File: src/design/nsr_pkg.sv
// ----------------------------------------------------------------------------
// nsr_pkg
// Shared types, constants and character classes for the numeric string
// recognizer.
// ----------------------------------------------------------------------------
package nsr_pkg;

    localparam int CHAR_W  = 8;
    localparam int FLAGS_W = 3;
    localparam int CFG_DATA_W = 8;

    // Configuration register indexes
    typedef enum logic {
        CFG_IDX_FLAGS   = 1'b0,
        CFG_IDX_DECIMAL = 1'b1
    } nsr_cfg_idx_t;

    // number_flags bit positions
    localparam int FLAG_NEG_BIT  = 0;
    localparam int FLAG_FRAC_BIT = 1;
    localparam int FLAG_EXP_BIT  = 2;

    localparam logic [FLAGS_W-1:0] FLAGS_RESET   = 3'd7;
    localparam logic [CHAR_W-1:0]  DECIMAL_RESET = 8'd46;

    localparam logic [CHAR_W-1:0] CH_PLUS   = 8'd43;
    localparam logic [CHAR_W-1:0] CH_MINUS  = 8'd45;
    localparam logic [CHAR_W-1:0] CH_EXP_LO = 8'd101;
    localparam logic [CHAR_W-1:0] CH_EXP_UP = 8'd69;
    localparam logic [CHAR_W-1:0] CH_SPACE  = 8'd32;
    localparam logic [CHAR_W-1:0] CH_TAB    = 8'd9;
    localparam logic [CHAR_W-1:0] CH_CR     = 8'd13;
    localparam logic [CHAR_W-1:0] CH_ZERO   = 8'd48;
    localparam logic [CHAR_W-1:0] CH_NINE   = 8'd57;

    typedef enum logic [7:0] {
        PH_LEAD     = 8'b0000_0001,
        PH_INT      = 8'b0000_0010,
        PH_FRAC     = 8'b0000_0100,
        PH_EXP_E    = 8'b0000_1000,
        PH_EXP_SIGN = 8'b0001_0000,
        PH_EXP_DIG  = 8'b0010_0000,
        PH_TRAIL    = 8'b0100_0000,
        PH_BAD      = 8'b1000_0000
    } nsr_phase_t;

    typedef struct packed {
        logic [FLAGS_W-1:0] number_flags;
        logic [CHAR_W-1:0]  decimal_char;
    } nsr_cfg_t;

    typedef struct packed {
        logic [CHAR_W-1:0] char_code;
        logic              last_char;
    } nsr_item_t;

    function automatic logic is_ws(input logic [CHAR_W-1:0] c);
        return (c == CH_SPACE) || ((c >= CH_TAB) && (c <= CH_CR));
    endfunction

    function automatic logic is_dig(input logic [CHAR_W-1:0] c);
        return (c >= CH_ZERO) && (c <= CH_NINE);
    endfunction

endpackage

File: src/design/nsr_in_stage.sv
// ----------------------------------------------------------------------------
// nsr_in_stage
// Input register: captures one character beat and holds it until the parser
// consumes it.
// ----------------------------------------------------------------------------
module nsr_in_stage (
    input  logic               aclk,
    input  logic               aresetn,
    input  logic               s_valid,
    output logic               s_ready,
    input  nsr_pkg::nsr_item_t s_item,
    input  logic               advance,
    output logic               item_valid,
    output nsr_pkg::nsr_item_t item
);
    import nsr_pkg::*;

    logic      valid_reg;
    logic      valid_next;
    nsr_item_t item_reg;

    assign s_ready    = !valid_reg || advance;
    assign valid_next = s_ready ? s_valid : valid_reg;

    always_ff @(posedge aclk) begin
        if (!aresetn) begin
            valid_reg <= 1'b0;
        end else begin
            valid_reg <= valid_next;
        end
    end

    always_ff @(posedge aclk) begin
        if (s_valid && s_ready) begin
            item_reg <= s_item;
        end
    end

    assign item_valid = valid_reg;
    assign item       = item_reg;

endmodule

File: src/design/nsr_parser.sv
// ----------------------------------------------------------------------------
// nsr_parser
// Parse state machine: advances the phase by one character per step and
// gives the verdict on the final character of a string.
// ----------------------------------------------------------------------------
module nsr_parser (
    input  logic               aclk,
    input  logic               aresetn,
    input  logic               step,
    input  nsr_pkg::nsr_item_t item,
    input  nsr_pkg::nsr_cfg_t  cfg,
    output logic               is_number
);
    import nsr_pkg::*;

    nsr_phase_t        phase_reg;
    nsr_phase_t        phase_next;
    logic              digit_seen_reg;
    logic              digit_seen_next;

    nsr_phase_t        phase_new;
    logic              digit_new;
    nsr_phase_t        int_target;
    logic [CHAR_W-1:0] c;
    logic              c_ws;
    logic              c_dig;
    logic              c_exp;

    assign c     = item.char_code;
    assign c_ws  = is_ws(c);
    assign c_dig = is_dig(c);
    assign c_exp = (c == CH_EXP_LO) || (c == CH_EXP_UP);

    // Integer part: digits, then the decimal point, whitespace or end
    always_comb begin
        priority if (c_dig) begin
            int_target = PH_INT;
        end else if ((c == cfg.decimal_char) && cfg.number_flags[FLAG_FRAC_BIT]) begin
            int_target = PH_FRAC;
        end else if (!digit_seen_reg) begin
            int_target = PH_BAD;
        end else if (c_ws) begin
            int_target = PH_TRAIL;
        end else begin
            int_target = PH_BAD;
        end
    end

    always_comb begin
        phase_new = PH_BAD;
        digit_new = digit_seen_reg;
        unique case (phase_reg)
            PH_LEAD: begin
                priority if (c_ws) begin
                    phase_new = PH_LEAD;
                end else if ((c == CH_PLUS) ||
                             ((c == CH_MINUS) && cfg.number_flags[FLAG_NEG_BIT])) begin
                    phase_new = PH_INT;
                end else if (c == CH_MINUS) begin
                    phase_new = PH_BAD;
                end else begin
                    phase_new = int_target;
                    digit_new = digit_seen_reg | c_dig;
                end
            end
            PH_INT: begin
                phase_new = int_target;
                digit_new = digit_seen_reg | c_dig;
            end
            PH_FRAC: begin
                priority if (c_dig) begin
                    phase_new = PH_FRAC;
                    digit_new = 1'b1;
                end else if (!digit_seen_reg) begin
                    phase_new = PH_BAD;
                end else if (cfg.number_flags[FLAG_EXP_BIT] && c_exp) begin
                    phase_new = PH_EXP_E;
                end else if (c_ws) begin
                    phase_new = PH_TRAIL;
                end else begin
                    phase_new = PH_BAD;
                end
            end
            PH_EXP_E: begin
                phase_new = ((c == CH_PLUS) || (c == CH_MINUS)) ? PH_EXP_SIGN : PH_BAD;
            end
            PH_EXP_SIGN: begin
                phase_new = c_dig ? PH_EXP_DIG : PH_BAD;
            end
            PH_EXP_DIG: begin
                phase_new = c_dig ? PH_EXP_DIG : (c_ws ? PH_TRAIL : PH_BAD);
            end
            PH_TRAIL: begin
                phase_new = c_ws ? PH_TRAIL : PH_BAD;
            end
            default: begin
                phase_new = PH_BAD;
            end
        endcase
    end

    // Verdict as seen after this character
    always_comb begin
        unique case (phase_new)
            PH_INT, PH_FRAC:       is_number = digit_new;
            PH_EXP_DIG, PH_TRAIL:  is_number = 1'b1;
            default:               is_number = 1'b0;
        endcase
    end

    // Restart the parse after each final character
    always_comb begin
        phase_next      = phase_reg;
        digit_seen_next = digit_seen_reg;
        if (step) begin
            if (item.last_char) begin
                phase_next      = PH_LEAD;
                digit_seen_next = 1'b0;
            end else begin
                phase_next      = phase_new;
                digit_seen_next = digit_new;
            end
        end
    end

    always_ff @(posedge aclk) begin
        if (!aresetn) begin
            phase_reg      <= PH_LEAD;
            digit_seen_reg <= 1'b0;
        end else begin
            phase_reg      <= phase_next;
            digit_seen_reg <= digit_seen_next;
        end
    end

endmodule

File: src/design/numeric_string_recognizer_unit.sv
// ----------------------------------------------------------------------------
// numeric_string_recognizer_unit
// Checks a byte stream, one string at a time, for a well-formed number.
// ----------------------------------------------------------------------------
// The block takes one character per cycle and, on the character flagged as
// last, returns one beat telling whether the whole string was a number. A
// character is registered on acceptance, parsed from that register by the
// state machine, and the verdict is registered for output; a final character
// waits in the input register while the output slot is still full. The parse
// state updates once per accepted character, which sets the sustained rate of
// one character per cycle; only a stalled result on output holds up new input.
// Configuration writes (number_flags, decimal_char) take effect on the next
// character and are meant to be made between strings.
module numeric_string_recognizer_unit (
    input  logic                           aclk,
    input  logic                           aresetn,

    input  logic                           s_valid,
    output logic                           s_ready,
    input  logic [nsr_pkg::CHAR_W-1:0]     s_char_code,
    input  logic                           s_last_char,

    output logic                           m_valid,
    input  logic                           m_ready,
    output logic                           m_is_number,

    input  logic                           cfg_wr_en,
    input  logic                           cfg_index,
    input  logic [nsr_pkg::CFG_DATA_W-1:0] cfg_wr_data
);
    import nsr_pkg::*;

    nsr_cfg_t  cfg_reg;
    nsr_cfg_t  cfg_next;
    nsr_item_t s_item;
    nsr_item_t item;
    logic      item_valid;
    logic      advance;
    logic      out_free;
    logic      verdict;
    logic      m_valid_reg;
    logic      m_valid_next;
    logic      m_is_number_reg;

    always_comb begin
        cfg_next = cfg_reg;
        if (cfg_wr_en) begin
            unique case (nsr_cfg_idx_t'(cfg_index))
                CFG_IDX_FLAGS:   cfg_next.number_flags = cfg_wr_data[FLAGS_W-1:0];
                CFG_IDX_DECIMAL: cfg_next.decimal_char = cfg_wr_data[CHAR_W-1:0];
                default:         cfg_next = cfg_reg;
            endcase
        end
    end

    always_ff @(posedge aclk) begin
        if (!aresetn) begin
            cfg_reg.number_flags <= FLAGS_RESET;
            cfg_reg.decimal_char <= DECIMAL_RESET;
        end else begin
            cfg_reg <= cfg_next;
        end
    end

    assign s_item = {s_char_code, s_last_char};

    // Non-final characters never wait; a final one needs the output slot
    assign out_free = !m_valid_reg || m_ready;
    assign advance  = item_valid && (!item.last_char || out_free);

    nsr_in_stage u_in_stage (
        .aclk       (aclk),
        .aresetn    (aresetn),
        .s_valid    (s_valid),
        .s_ready    (s_ready),
        .s_item     (s_item),
        .advance    (advance),
        .item_valid (item_valid),
        .item       (item)
    );

    nsr_parser u_parser (
        .aclk      (aclk),
        .aresetn   (aresetn),
        .step      (advance),
        .item      (item),
        .cfg       (cfg_reg),
        .is_number (verdict)
    );

    always_comb begin
        m_valid_next = m_valid_reg;
        if (advance && item.last_char) begin
            m_valid_next = 1'b1;
        end else if (m_ready) begin
            m_valid_next = 1'b0;
        end
    end

    always_ff @(posedge aclk) begin
        if (!aresetn) begin
            m_valid_reg <= 1'b0;
        end else begin
            m_valid_reg <= m_valid_next;
        end
    end

    always_ff @(posedge aclk) begin
        if (advance && item.last_char) begin
            m_is_number_reg <= verdict;
        end
    end

    assign m_valid     = m_valid_reg;
    assign m_is_number = m_is_number_reg;

endmodule

File: config.mk
export PLATFORM = sky130hd
export DESIGN_NAME = numeric_string_recognizer_unit
export DESIGN_NICKNAME = d
export VERILOG_FILES = /design/src/design/nsr_pkg.sv /design/src/design/nsr_in_stage.sv /design/src/design/nsr_parser.sv /design/src/design/numeric_string_recognizer_unit.sv
export SDC_FILE = /design/constraint.sdc
export NUM_CORES = 1
export LEC_CHECK = 0
export ABC_AREA = 1
export BUFFER_PORTS_ARGS = -buffer_cell sky130_fd_sc_hd__buf_2
export CAP_MARGIN = 20
export CORE_MARGIN = 2
export CORE_UTILIZATION = 50
export DETAILED_ROUTE_END_ITERATION = 7
export HOLD_SLACK_MARGIN = 0.05
export PLACE_DENSITY = 0.71
export SLEW_MARGIN = 20
export SYNTH_ARGS = -nofsm -noshare
export SYNTH_HDL_FRONTEND = slang
export SYNTH_SLANG_ARGS = --single-unit
export TNS_END_PERCENT = 5
File: constraint.sdc
create_clock -name aclk -period 1.8 [get_ports aclk]
set_input_delay 0.09 -clock aclk [delete_from_list [all_inputs] [get_ports aclk]]
set_output_delay 0.09 -clock aclk [all_outputs]
set_load 0.05 [all_outputs]
==> flow_summary_export.csv <==
group,metric,value,unit
status,status,"finished with violations",
status,violations,"negative setup slack",
worst_setup_path,crit_fanout,7,
finish,n_antenna_cell,0,
finish,largest_reg_flops,11,
sta,drv_slew,0,
worst_setup_path,crit_arrival,1.88,ns
place,dp_slack,-0.0301,ns
finish,final_common_cell,"nand2_1",
power,leakage,1.16,nW
detailed_routing,routed_via_density,4.79,
finish,nets,344,
logic_synthesis,synth_warnings,0,
finish,final_cell_mix,"nand2_1, inv_1, buf_2",
global_route,grt_pass1_wl,7740,µm
cts,clockBufferDepth,2,
cts,cts_htree_levels,2,
global_route,grt_pass1_vias,1682,
sta,finalCritPeriodShare,1.01,
global_route,antenna_found_initial,0,
detailed_routing,ant_nets,0,
detailed_routing,wl_per_cell,12.0,µm
finish,fillers,331,
logic_synthesis,syn-cell-area,1840,µm²
global_route,grt_max_degree,16,
place,numPortBuffers,25,
global_route,overflow,0,
logic_synthesis,synth_area_per_cell,7.06,µm²
detailed_routing,drtIter0Drc,72,
detailed_routing,first_pass_iters,4,
run,drv_cap,0,
die,dieArea,4170,µm²
finish,drive_above_1_share,0.301,
sta,worst_pin_slew,0.465,ns
sta,finalWorstSetupSlack,-0.0259,ns
logic_synthesis,ys_async_sr_fraction,0,
worst_setup_path,end_kind,"register",
detailed_routing,drc,0,
finish,final_cells,370,
cts,clkTransAtPathRegs,0.07,ns
detailed_routing,vias,1771,
cts,numCtsBuffers,5,
die,rows,22,
die,dieWidth,64.6,µm
die,initial_core_util,0.509,
sta,skew,0.00426,ns
place,place_inst,343,
worst_setup_path,startpoint_type,"register",
logic_synthesis,ys_seq_elements,32,
logic_synthesis,ys_seq_area_frac,0.403,
min_path,holdCritPathClass,"in -> reg",
sta,hold_viol,0,
cts,cts-root-buf,"clkbuf_8",
cts,cts_tree,"done",
sta,max_freq,548,MHz
power,ir_drop,0.000622,V
sta,relSlewSlack,0.689,
global_route,grt_use_total,0.244,
sta,tns,-0.0259,ns
die,ios,26,
place,gp_congestion,0.993,
finish,areaGrowthSynthToFinish,30.2,%
logic_synthesis,syn_nets,283,
die,die_y,64.6,µm
logic_synthesis,synthFlopType,"dfxtp_1",
sta,setup_viol,1,
logic_synthesis,synthCells,260,
place,hpwl,3250,µm
cts,clock_sinks,32,
worst_setup_path,path_class,"reg -> reg",
die,core-area,3610,µm²
power,powerDensity,670,nW/µm²
sta,grt_setup_unrepaired,"yes",
detailed_routing,totalWireLength,4450,µm
logic_synthesis,synth_cell_types,30,
logic_synthesis,synth_edf_count,10,
sta,period_minus_slack,1.83,ns
worst_setup_path,required,1.86,ns
cts,clk_latency,0.29,ns
cell type report:
| cell class | count | area, µm² | share of cell area |
|---|---|---|---|
| multi-input combinational | 178 | 932 | 0.390 |
| sequential | 32 | 741 | 0.310 |
| timing repair buffer | 56 | 395 | 0.165 |
| inverter | 48 | 180 | 0.0753 |
| clock buffer | 6 | 72.6 | 0.0303 |
| tap | 48 | 60.1 | 0.0251 |
| clock inverter | 2 | 11.3 | 0.00471 |
final timing paths:
check	start	endpoint	slack (ns)	cells past startpoint
min	cfg_wr_data[4]	cfg_reg[4]	0.05	3
max	u_in_stage.item[4]	m_is_number	-0.03	13
min reg2reg	cfg_reg[9]	cfg_reg[9]	0.47	2
max reg2reg	u_in_stage.item[4]	m_is_number	-0.03	13
metrics by stage:
| step | utilization | cell area, µm² | total power, mW | hold WS (ns) |
|---|---|---|---|---|
| after CTS | 0.653 | 2360 | 1.59 | 0.0515 |
| after floorplan | - | 1840 | 0.960 | 0.189 |
| after global placement | 0.585 | 2110 | 1.03 | 0.267 |
| final | 0.663 | 2390 | 1.60 | 0.0495 |
| after detailed placement | 0.585 | 2110 | 1.03 | 0.268 |
| after global routing | 0.663 | 2390 | 1.68 | 0.112 |
logic make-up after synthesis:
| logic type | Yosys count | synth area share |
|---|---|---|
| flops | 32 | 0.403 |
| compound gates | 32 | 0.116 |
| buf+inv | 50 | 0.102 |
| simple gates | 144 | 0.369 |
| xor+xnor | 2 | 0.00954 |
report_power, final:
| group | total, mW | internal, mW | switching (mW) |
|---|---|---|---|
| Sequential | 0.806 | 0.780 | 0.0256 |
| Clock | 0.544 | 0.268 | 0.277 |
| Combinational | 0.252 | 0.113 | 0.139 |
| Total | 1.60 | 1.16 | 0.441 |
synth_stat cells (2+ instances only):
cell type,n,area (µm²)
a21oi_1,9,45.0
edfxtp_1,10,300
inv_2,13,48.8
nor2_1,25,93.8
o211ai_1,5,37.5
o22ai_1,3,18.8
dfxtp_1,22,440
o21ai_0,8,40.0
nor2_2,6,37.5
nand3_1,15,75.1
nor2_4,4,45.0
nand2_1,72,270
inv_1,35,131
clkbuf_1,2,7.51
nand4_1,6,37.5
a21oi_2,2,17.5
nand2_2,9,56.3
nand2_4,2,22.5
what timing repair did:
action / in CTS / in global routing
gates resized for setup: 4 / 6
hold buffers: 15 / 0
setup buffers: 1 / 3
cloned: 0 / 0
pin swaps: 2 / 8
endpoints found under the hold margin: 17 / 0
endpoints found under the setup margin: 1 / 3
worst max-delay path, cell delays in order (launching register included):
cell      delay (ns)
edfxtp_1        0.50
buf_4           0.18
nand2_1         0.05
nand4_1         0.09
nor2_1          0.10
nand3_1         0.17
inv_1           0.09
nand2_1         0.05
nand2_1         0.07
nand2_1         0.07
nand2_1         0.06
nand2_1         0.05
inv_1           0.06
nor2_2          0.03
layer usage:
metal	share of wire	track usage	vias to the layer above
met2	0.46	0.387	45
li1	-	-	948
met1	0.48	0.325	770
met4	0.017	0.0851	0
met5	0	0	-
met3	0.049	0.0608	8
Note: power is estimated with default switching activity, not from simulation.
